`config.mk`:
```
export PLATFORM = sky130hd
export DESIGN_NAME = gselect_branch_predictor
export DESIGN_NICKNAME = d
export VERILOG_FILES = /design/src/rtl/gbp_pkg.sv /design/src/rtl/gbp_ctrl.sv /design/src/rtl/gbp_datapath.sv /design/src/rtl/gselect_branch_predictor.sv
export SDC_FILE = /design/constraint.sdc
export NUM_CORES = 1
export LEC_CHECK = 0
export BUFFER_PORTS_ARGS = -buffer_cell sky130_fd_sc_hd__buf_4
export CORE_MARGIN = 3
export CORE_UTILIZATION = 38
export CTS_CLUSTER_SIZE = 20
export DETAILED_ROUTE_END_ITERATION = 8
export PLACE_DENSITY_LB_ADDON = 0.1
export SLEW_MARGIN = 20
export SYNTH_ARGS = -nofsm -noshare
export SYNTH_HDL_FRONTEND = slang
export SYNTH_HIERARCHICAL = 1
export SYNTH_SLANG_ARGS = --single-unit
```
`constraint.sdc`:
```
create_clock -name aclk -period 2.6 [get_ports aclk]
set_input_delay 0.26 -clock aclk [delete_from_list [all_inputs] [get_ports aclk]]
set_output_delay 0.26 -clock aclk [all_outputs]
set_load 0.005 [all_outputs]
```
`src/rtl/gbp_pkg.sv`:
```
package gbp_pkg;

    // two-bit counter value after reset: strongly taken
    localparam logic [1:0] CTR_INIT = 2'b11;

    // controller states
    typedef enum logic [1:0] {
        ST_CLEAR,
        ST_IDLE,
        ST_READ,
        ST_WRITE
    } gbp_state_t;

    // commands from controller to datapath
    typedef struct packed {
        logic clr_en;   // write reset value at clear pointer, advance pointer
        logic load;     // capture an input transaction
        logic upd;      // train counter, shift history, load result register
    } gbp_cmd_t;

    // status from datapath to controller
    typedef struct packed {
        logic clr_last; // clear pointer is at the last row
        logic out_free; // result register can take a new result this cycle
    } gbp_status_t;

endpackage

```
`src/rtl/gbp_ctrl.sv`:
```
module gbp_ctrl
    import gbp_pkg::*;
(
    input  logic        aclk,
    input  logic        aresetn,
    input  logic        s_tvalid,
    output logic        s_tready,
    input  gbp_status_t status,
    output gbp_cmd_t    cmd
);

    gbp_state_t state_reg;
    gbp_state_t state_next;

    // state register
    always_ff @(posedge aclk) begin
        if (!aresetn) begin
            state_reg <= ST_CLEAR;
        end else begin
            state_reg <= state_next;
        end
    end

    // next state
    always_comb begin
        state_next = state_reg;
        unique case (state_reg)
            ST_CLEAR: begin
                if (status.clr_last) begin
                    state_next = ST_IDLE;
                end
            end
            ST_IDLE: begin
                if (s_tvalid) begin
                    state_next = ST_READ;
                end
            end
            ST_READ: begin
                state_next = ST_WRITE;
            end
            ST_WRITE: begin
                if (status.out_free) begin
                    state_next = s_tvalid ? ST_READ : ST_IDLE;
                end
            end
            default: begin
                state_next = ST_CLEAR;
            end
        endcase
    end

    // outputs
    always_comb begin
        cmd      = '0;
        s_tready = 1'b0;
        unique case (state_reg)
            ST_CLEAR: begin
                cmd.clr_en = 1'b1;
            end
            ST_IDLE: begin
                s_tready = 1'b1;
                cmd.load = s_tvalid;
            end
            ST_READ: begin
                cmd = '0;
            end
            ST_WRITE: begin
                // finishing a branch and taking the next one share the cycle
                cmd.upd  = status.out_free;
                s_tready = status.out_free;
                cmd.load = status.out_free & s_tvalid;
            end
            default: begin
                cmd = '0;
            end
        endcase
    end

endmodule

```
`src/rtl/gbp_datapath.sv`:
```
module gbp_datapath
    import gbp_pkg::*;
#(
    parameter int PC_BITS   = 4,
    parameter int HIST_BITS = 2
) (
    input  logic        aclk,
    input  logic        aresetn,
    input  gbp_cmd_t    cmd,
    output gbp_status_t status,
    input  logic [31:0] branch_pc,
    input  logic        taken,
    output logic        out_valid,
    input  logic        out_ready,
    output logic        predict_taken,
    output logic        mispredict
);

    localparam int ADDR_W = PC_BITS + HIST_BITS;
    localparam longint unsigned DEPTH = 64'd1 << ADDR_W;

    logic [1:0]           mem_q [0:DEPTH-1];
    logic [1:0]           rd_data_reg;
    logic [ADDR_W-1:0]    addr_reg;
    logic [ADDR_W-1:0]    addr_next;
    logic [ADDR_W-1:0]    clr_addr_reg;
    logic [HIST_BITS-1:0] hist_reg;
    logic [HIST_BITS-1:0] hist_next;
    logic                 taken_reg;
    logic [1:0]           ctr_new;
    logic                 wr_en;
    logic [ADDR_W-1:0]    wr_addr;
    logic [1:0]           wr_data;
    logic                 out_valid_reg;
    logic                 out_valid_next;
    logic                 pred_reg;
    logic                 misp_reg;

    // history shift: newest outcome enters at the top bit
    always_comb begin
        hist_next = hist_reg;
        if (cmd.upd) begin
            hist_next = (hist_reg >> 1)
                      | (HIST_BITS'(taken_reg) << (HIST_BITS - 1));
        end
    end

    // row of the table: low pc bits above the history
    assign addr_next = {branch_pc[PC_BITS-1:0], hist_next};

    // counter training
    always_comb begin
        if (rd_data_reg[0] == taken_reg) begin
            ctr_new = {taken_reg, rd_data_reg[0]};
        end else begin
            ctr_new = {rd_data_reg[1], taken_reg};
        end
    end

    // single write port shared by the clearing pass and training
    assign wr_en   = cmd.clr_en | cmd.upd;
    assign wr_addr = cmd.clr_en ? clr_addr_reg : addr_reg;
    assign wr_data = cmd.clr_en ? CTR_INIT : ctr_new;

    // counter table
    always_ff @(posedge aclk) begin
        if (wr_en) begin
            mem_q[wr_addr] <= wr_data;
        end
        rd_data_reg <= mem_q[addr_reg];
    end

    // control state: history, clear pointer, result valid
    always_ff @(posedge aclk) begin
        if (!aresetn) begin
            hist_reg      <= '1;
            clr_addr_reg  <= '0;
            out_valid_reg <= 1'b0;
        end else begin
            hist_reg      <= hist_next;
            out_valid_reg <= out_valid_next;
            if (cmd.clr_en) begin
                clr_addr_reg <= clr_addr_reg + ADDR_W'(1);
            end
        end
    end

    // captured transaction and result payload
    always_ff @(posedge aclk) begin
        if (cmd.load) begin
            addr_reg  <= addr_next;
            taken_reg <= taken;
        end
        if (cmd.upd) begin
            pred_reg <= rd_data_reg[1];
            misp_reg <= rd_data_reg[1] ^ taken_reg;
        end
    end

    always_comb begin
        out_valid_next = out_valid_reg;
        if (cmd.upd) begin
            out_valid_next = 1'b1;
        end else if (out_ready) begin
            out_valid_next = 1'b0;
        end
    end

    assign status.clr_last = (clr_addr_reg == '1);
    assign status.out_free = ~out_valid_reg | out_ready;

    assign out_valid     = out_valid_reg;
    assign predict_taken = pred_reg;
    assign mispredict    = misp_reg;

endmodule

```
`src/rtl/gselect_branch_predictor.sv`:
```
// gselect branch predictor with two-bit counters
//
// slave channel: one transaction per resolved branch, s_tdata carries the
// branch pc and the actual outcome. master channel: one transaction per
// branch with the prediction read before training and a mispredict flag.
//
// each branch reads its counter row ({pc low bits, global history}) from a
// table with a single write port, then trains the counter and shifts the
// outcome into the history. a branch goes through a registered table read,
// then write-back; the next branch is taken in the write-back cycle of the
// last one, once the result register is free.
//
// after reset the history is all ones and a clearing pass writes binary 11
// into every counter, one row a cycle, 2**(PC_BITS+HIST_BITS) rows
// (64 by default); s_tready stays low until it ends.
// a stalled receiver holds the result register; one further branch may be
// read meanwhile, and it waits in write-back until the register frees.
module gselect_branch_predictor
    import gbp_pkg::*;
#(
    parameter int PC_BITS   = 4,
    parameter int HIST_BITS = 2
) (
    input  logic        aclk,
    input  logic        aresetn,
    input  logic        s_tvalid,
    output logic        s_tready,
    input  logic [39:0] s_tdata,  // [31:0] branch_pc, [32] taken, [39:33] zero
    output logic        m_tvalid,
    input  logic        m_tready,
    output logic [7:0]  m_tdata   // [0] predict_taken, [1] mispredict, [7:2] zero
);

    gbp_cmd_t    cmd;
    gbp_status_t status;
    logic        predict_taken;
    logic        mispredict;

    // sequencing
    gbp_ctrl u_ctrl (
        .aclk     (aclk),
        .aresetn  (aresetn),
        .s_tvalid (s_tvalid),
        .s_tready (s_tready),
        .status   (status),
        .cmd      (cmd)
    );

    // table, history and result register
    gbp_datapath #(
        .PC_BITS   (PC_BITS),
        .HIST_BITS (HIST_BITS)
    ) u_datapath (
        .aclk          (aclk),
        .aresetn       (aresetn),
        .cmd           (cmd),
        .status        (status),
        .branch_pc     (s_tdata[31:0]),
        .taken         (s_tdata[32]),
        .out_valid     (m_tvalid),
        .out_ready     (m_tready),
        .predict_taken (predict_taken),
        .mispredict    (mispredict)
    );

    assign m_tdata = {6'b0, mispredict, predict_taken};

endmodule
```
# Yosys cells after proc, flatten, opt, wreduce, memory -nomap -nowiden
# Memories as Yosys holds them, arrays and structs flattened. A register that Yosys moved wholly into a read port is not among the register bits.
# Cells that the tools add are included.
[totals]
memories = 1
elab_cells = 44
out_inout_bits = 10
input_bits = 44
latch_bits = 0
mem_bits_ro = 0
ff_bits = 20
ram_bits = 128
[op_classes]
order_cmp = 0
bitwise_logic = 6
add_sub_neg = 1
shifts = 0
reduce_logical = 3
eq_ne = 8
n_mul = 0
mux = 17
div = 0
[mem_list]
columns = ["name", "words", "word_bits", "rd", "rd_clocked_by_memory_dff", "wr", "line_no", "source"]
rows = [
  ["u_datapath.mem_q", 64, 2, 1, 1, 1, "gbp_datapath.sv:22", "logic [1:0] mem_q [0:DEPTH-1];"],
]
[op_table]
columns = ["op", "n"]
rows = [
  ["$mux W2", 7],
  ["$pmux W2 S4", 1],
  ["$add A6 B1 Y6 const B", 1],
  ["$eq A6 B6 Y1 const B", 1],
  ["$mux W1", 6],
  ["$mux W6", 1],
  ["$eq A2 B2 Y1 const B", 2],
  ["$ne A2 B2 Y1 const B", 2],
  ["$pmux W1 S2", 2],
  ["$reduce_and A3 Y1", 1],
  ["$eq A2 B1 Y1 const B", 1],
  ["$logic_not A2 Y1", 1],
  ["$ne A2 B1 Y1 const B", 1],
  ["$or A1 B1 Y1", 2],
  ["$or A1 B2 Y2", 1],
  ["$reduce_bool A2 Y1", 1],
  ["$and A1 B1 Y1", 1],
  ["$eq A1 B1 Y1", 1],
  ["$not A1 Y1", 1],
  ["$xor A1 B1 Y1", 1],
]

# Depth between registers and ports, before layout
# Gate-level depths: netlist of the first run.
[logic_depth]
depth_word = 6
mapped_depth = 7
ltp_nobuf = 7

# By module
# The synthesis of the first run kept the hierarchy.
[modules_own_cells]
columns = ["module", "seq_area_each_um2", "cells_each", "area_per_inst_um2", "instances"]
rows = [
  ["gbp_datapath", 4334.2, 378, 6144.6, 1],
  ["gbp_ctrl", 40.0, 16, 105.1, 1],
  ["gselect_branch_predictor", 0.0, 9, 63.8, 1],
]

# Worst setup path before layout of the first run
# OpenSTA, ideal clock, no wires.
[synth_timing]
path_type = "register to register"
from = "reg u_ctrl.state_reg[1]"
to = "mem u_datapath.mem_q[0][0] (data pin)"
arrival_ns = 1.753
stages_incl_launch_ff = 5
period_less_slack_ns = 2.110
path_buffers = 2
t_required_ns = 2.242
slack_ns = 0.490
path_cell_list = "dfxtp_1 -> nor2_1 -> buf_2 -> buf_1 -> or3_1"
[synth_lines]
columns = ["item", "line_no", "source"]
rows = [
  ["from (decl)", "gbp_ctrl.sv:12", "gbp_state_t state_reg;"],
  ["from (signal assigned)", "gbp_ctrl.sv:20", "state_reg <= state_next;"],
  ["to (decl)", "gbp_datapath.sv:22", ""],
]

==> results.md, run 1 <==
- Design Area, Final: 7330 um^2
- Min Tclk post-route: 2.23 ns
- Htree depth: 4
- Drt total wl: 13.2 mm
- Post-synthesis cell type count: 43
- Placed cell area: 6660 um^2
- Largest area contributor in the netlist: edfxtp_1
- Die span in y: 135 um
- Arrival time of the worst setup path: 2.33 ns
- VDD IR-drop max: 586 uV
- Vias per cell: 5.28
- RSZ-0062 raised after global routing: no
- Largest net degree at the start of global routing: 65
- Highest clock rate: 0.449 GHz
- RePlAce Congestion: 0.756
- CP Capture Type: flip-flop
- # rows: 46
- Drt wl/cell: 20.1 um
- GRT Total Usage: 15.5%
- Clock Path Buffers: 2
- Top cells by count, synth: edfxtp_1, nor2_1, mux4_2
- Width of the die: 135 um
- Crit-path leading delay family: simple AND/OR/NAND/NOR gates
- Fill cell count: 1,387
- Worst Path Buf+Inv: 1
- GRT overflow: 0
- Final nets: 476
- Port bufs: 12
- Most frequently used flop master after synthesis: edfxtp_1
- Syn Inst Count: 403
- Register area: 4370 um^2
- DR vias: 3,473
- Setup violations, final: 0
- Final HPWL DP: 8.18 mm
- Pleak: 0.00228 uW
- First-pass GRT wire length: 20.4 mm
- Seq/Total Area, Yosys: 69.3%
- Layout cells sized above 1: 21.3%
- Flop-to-flop setup slack: 0.37 ns
- Hold path depth: 1
- Metal1 wirelength: 6.01 mm
- Ranking of synthesized cells by area: edfxtp_1, mux4_2, nor2_1
- Final period util: 85.6%
- Max FFs per register: 128
- Synth warnings: 6
- Cell Area, Synth: 6310 um^2
- Crit start category: flip-flop
- Levels on crit path: 6
- DRT Pass-1 Iters: 5
- Clk Latency, worst-skew pair: 0.44 ns
- Max Slew Vio Count: 0
- Power Dens Cells: 723 nW/um^2
- CP max FO: 7
- Max incr delay on CP: 0.44 ns
- Slowest CP cell: nand2_1
- WL met3: 609 um
- Outcome: completed
- CTS tree: built
- Worst path cell trace: nor2_2 -> buf_4 -> nand2b_1 -> o22ai_1 -> nand2_1 -> nor2_1
- Initial antenna violation count: 0
- Footprint of the multi-input gates: 1790 um^2
- WP data required: 2.70 ns
- Crit path kind: flip-flop to flip-flop
- Clock sink count: 150
- # Max-Cap Violations: 0
- Synth-to-Final Area Change: 16.1%
- Root buffer cell: clkbuf_16
- Ys async rst share: 0%
- Highest Signal Layer: met4
- Share of Yosys cell area claimed by the top area cell type: 65.2%
- Worst Skew: 0.0254 ns
- Initial Utilization: 39.3%
- Final setup TNS: 0 ns
- Final hold vios: 0
- # IOs: 54
- Vias in the first global route: 3,530
- # diodes: 0
- Post-route ant nets: 0
- TritonCTS Buffers: 17
- Syn_area_per_cell: 15.7 um^2
- Worst-path clk slew: 0.06 ns
- DRT iter0 DRCs: 282
- Most instantiated library cell after synthesis: edfxtp_1
- HP Class: primary input to flip-flop
- Core Area: 16,100 um^2
- Slew at the pin closest to its max-slew limit: 0.653 ns
- Number of flops mapped to enable cells by yosys: 137
- Seq cells post-synth: 150
- R2R depth: 6
- Wire length on met2: 6.42 mm
- DIE AREA: 18,200 um^2
- DRC: 0
- Max-slew headroom: 56.5%
what timing repair did:
item	CTS	global route
endpoints found under the hold margin	4	0
hold buffers	4	0
setup buffers	0	0
gates resized for setup	0	0
cell type report:
type / count / area share [%]
Clock inverter: 15 / 2.75
Tap cell: 216 / 3.69
Sequential cell: 150 / 59.7
Timing Repair Buffer: 26 / 3.31
Inverter: 7 / 0.358
Clock buffer: 17 / 5.80
Multi-Input combinational cell: 227 / 24.4
report_power, final:
part           switching (uW)  internal [uW]  total (uW)
logic                    66.7           33.3         100
registers                10.6           2600        2610
clock network             975           1610        2590
total                    1050           4250        5300
cells in the final DEF, fill, tap and decap left out, drive strengths merged, types with 10 or more instances in the layout:
cell    count
edfxtp    137
nor2       75
mux4       32
nand2      26
buf        22
clkbuf     17
dfxtp      13
inv        10
cells by family after synthesis:
group           count (synthesis)  share of synthesized area [%]
xor+xnor                        5                          0.694
mux                            46                           13.8
fa+ha+maj                       3                          0.595
buf+inv                        31                           2.71
simple gates                  129                           8.66
compound gates                 38                           4.22
flops                         150                           69.3
other cells                     1                         0.0594
layer usage:
metal	up-vias	track usage, %
met1	1788	21.0
met4	0	5.88
met3	14	4.55
li1	1582	-
met2	89	24.0
met5	-	0
stage by stage:
stage	hold slack (ns)	util (%)	total power, uW	cells	setup WS, ns
finish	0.0164	45.6	5300	658	0.374
global placement	0.441	41.5	2760	622	0.357
global route	0.0128	45.6	5470	658	0.202
floorplan	0.359	-	2720	408	0.490
detailed placement	0.440	41.5	2760	622	0.358
CTS	0.00720	45.6	5360	658	0.387
worst paths after layout:
| kind | from | to |
|---|---|---|
| worst max-delay path | u_ctrl/state_reg[0]$_SDFFE_PN0P_ | u_datapath/mem_q[42][1]$_DFFE_PP_ |
| worst min-delay path | s_tdata[2] | u_datapath/addr_reg[4]$_DFFE_PP_ |
| worst max register to register | u_ctrl/state_reg[0]$_SDFFE_PN0P_ | u_datapath/mem_q[42][1]$_DFFE_PP_ |
| worst min register to register | u_datapath/rd_data_reg[1]$_DFF_P_ | u_datapath/predict_taken$_DFFE_PP_ |
Power figures use the tool's default switching activity.
==> run 2, diff against run 1 <==
--- a/config.mk
+++ b/config.mk
@@ -10,7 +10,6 @@
 export CORE_UTILIZATION = 38
 export CTS_CLUSTER_SIZE = 20
 export DETAILED_ROUTE_END_ITERATION = 8
-export PLACE_DENSITY_LB_ADDON = 0.1
 export SLEW_MARGIN = 20
 export SYNTH_ARGS = -nofsm -noshare
 export SYNTH_HDL_FRONTEND = slang
==> constraint.sdc (replaced) <==
create_clock -name aclk -period 1.95 [get_ports aclk]
set_input_delay 0.195 -clock aclk [delete_from_list [all_inputs] [get_ports aclk]]
set_output_delay 0.195 -clock aclk [all_outputs]
set_load 0.005 [all_outputs]
==> results.md, run 2 (synthesis results as in run 1) <==
- Outcome: completed
- Worst Skew: 0.00604 ns
- Drt total wl: 13.6 mm
- # IOs: 54
- GR peak layer: met2
- Crit Reg-Reg Startpoint: u_datapath/addr_reg[0]$_DFFE_PP_
- GRT Total Usage: 15.5%
- Final nets: 518
- Die span in y: 135 um
- Post-route ant nets: 0
- WP data required: 2.26 ns
- Flop-to-flop setup slack: 0.04 ns
- Dpl ws: -0.136 ns
- Root buffer cell: clkbuf_16
- Internal power: 5290 uW
- Combinational power share: 2.7%
- Hold path depth: 3
- DIE AREA: 18,200 um^2
- Switching pwr: 1360 uW
- Synth-to-Final Area Change: 22.2%
- Worst Path Buf+Inv: 3
- Footprint of the multi-input gates: 1870 um^2
- Htree depth: 4
- TritonCTS Buffers: 17
- Most frequent cells in the layout: edfxtp_1, nor2_1, buf_4, mux4_2, nand2_1
- Layout cells sized above 1: 32.9%
- R2r endpoint: u_datapath/rd_data_reg[0]$_DFF_P_
- DRT Pass-1 Iters: 4
- Hold endpoint: u_ctrl/state_reg[0]$_SDFFE_PN0P_
- Vias per cell: 5.11
- Min Tclk post-route: 1.91 ns
- Crit start category: flip-flop
- HP Start: aresetn
- Crit path kind: flip-flop to flip-flop
- CP Capture Type: flip-flop
- RePlAce Congestion: 0.885
- R2R depth: 7
- DRC: 0
- # rows: 46
- DR vias: 3,574
- Clock sink count: 150
- Setup violations, final: 0
- Final HPWL DP: 8.68 mm
- Max Slew Vio Count: 0
- # diodes: 0
- DRT iter0 DRCs: 345
- Core Area: 16,100 um^2
- Met2 GRT Util: 24.5%
- Most common cell after layout, fill and taps aside: edfxtp_1
- M1 GR Usage: 20.9%
- GRT overflow: 0
- Final worst slack: 0.0438 ns
- Flop pwr share: 52.4%
- First-pass GRT wire length: 20.6 mm
- Final setup TNS: 0 ns
- # Max-Cap Violations: 0
- Clock Path Buffers: 2
- RSZ-0062 raised after global routing: yes
- Drt wl/cell: 19.4 um
- Power Dens Cells: 861 nW/um^2
- Register area: 4380 um^2
- Final period util: 97.8%
- Initial antenna violation count: 0
- Design Area, Final: 7720 um^2
- Width of the die: 135 um
- Worst-path clk slew: 0.06 ns
- Sw frac: 20.5%
- Arrival time of the worst setup path: 2.22 ns
- Placed cell area: 6940 um^2
- Met3 Track Usage GR: 4.02%
- VDD IR-drop max: 699 uV
- Pleak: 0.00247 uW
- Worst path cell trace: buf_12 -> buf_4 -> clkbuf_16 -> mux4_2 -> mux2i_2 -> a221oi_1 -> o2bb2ai_1
- Initial Utilization: 39.3%
- Clk Latency, worst-skew pair: 0.42 ns
- Final hold vios: 0
- CTS tree: built
- Max incr delay on CP: 0.44 ns
- Slowest CP cell: mux4_2
- Fill cell count: 1,360
- Vias in the first global route: 3,666
- Crit-path leading delay family: multiplexers
- Highest clock rate: 0.525 GHz
- Port bufs: 12
- Largest net degree at the start of global routing: 49
- CP max FO: 8
- Worst hold margin: 0.0121 ns
- HP Class: primary input to flip-flop
- Clock Power Share: 44.9%
- Max FFs per register: 128
[run 2: cell types whose count changed in the layout (fill, tap and decap cells not counted), sizes merged]
cell	delta
dlygate4sd3	+1
buf	+39
clkbuf	+4
inv	-4
bufinv	-3
clkinv	+5
[run 2: power by group through the flow]
stage	combinational (uW)	sequential (uW)	clock, uW
2_1_floorplan	82.3	3540	0
3_3_place_gp	165	3550	0
3_5_place_dp	167	3550	0
4_1_cts	178	3480	3040
5_1_grt	196	3480	3190
6_report	182	3480	2980
[run 2: per-layer routing]
metal  routed length, um  part of all wire, %
met1                6100                   45
met2                6610                   49
met3                 753                  5.5
met4                 127                 0.94
met5                   0                    0
[run 2: layout make-up]
cell class | count | area share [%]
clock buffers | 19 | 5.61
clock inverters | 13 | 1.43
repair buffers | 68 | 8.25
inverters | 7 | 0.340
multi-input cells | 227 | 24.2
flip-flops and latches | 150 | 56.7
well taps | 216 | 3.50
[run 2: timing repair]
action                     4_1_cts  5_1_grt
setup endpoints to repair       63       83
gates cloned                     0        2
hold buffers                     5        0
setup buffers                    0        5
hold endpoints to repair         5        0
gates resized for setup          7       22
[run 2: how the worst max path moves through the flow]
| stage | start | cells past startpoint | slack [ns] | to |
|---|---|---|---|---|
| after floorplan | u_datapath/out_valid$_SDFFE_PN0P_ | 7 | 0.03 | u_datapath/mem_q[11][0]$_DFFE_PP_ |
| after global placement | u_ctrl/state_reg[0]$_SDFFE_PN0P_ | 6 | -0.08 | u_datapath/mem_q[60][0]$_DFFE_PP_ |
| after detailed placement | u_ctrl/state_reg[1]$_SDFFE_PN0P_ | 6 | -0.14 | u_datapath/mem_q[20][1]$_DFFE_PP_ |
| after CTS | u_datapath/addr_reg[0]$_DFFE_PP_ | 5 | 0.03 | u_datapath/rd_data_reg[1]$_DFF_P_ |
| after global routing | u_datapath/addr_reg[0]$_DFFE_PP_ | 7 | -0.04 | u_datapath/rd_data_reg[0]$_DFF_P_ |
| final | u_datapath/addr_reg[0]$_DFFE_PP_ | 7 | 0.04 | u_datapath/rd_data_reg[0]$_DFF_P_ |
[run 2: worst min-delay path, delay by kind of cell]
family / cells / cell delay (ns)
AND/OR/NAND/NOR: 1 / 0.05
AO/OA/AOI/OAI: 1 / 0.03
buffers and inverters: 1 / 0.12
[run 2: stage by stage]
step / utilization, % / power, uW / std cells
5_1_grt: 48.1 / 6870 / 700
3_5_place_dp: 43.2 / 3720 / 656
3_3_place_gp: 43.2 / 3710 / 656
4_1_cts: 47.0 / 6700 / 693
2_1_floorplan: - / 3630 / 408
6_report: 48.1 / 6650 / 700
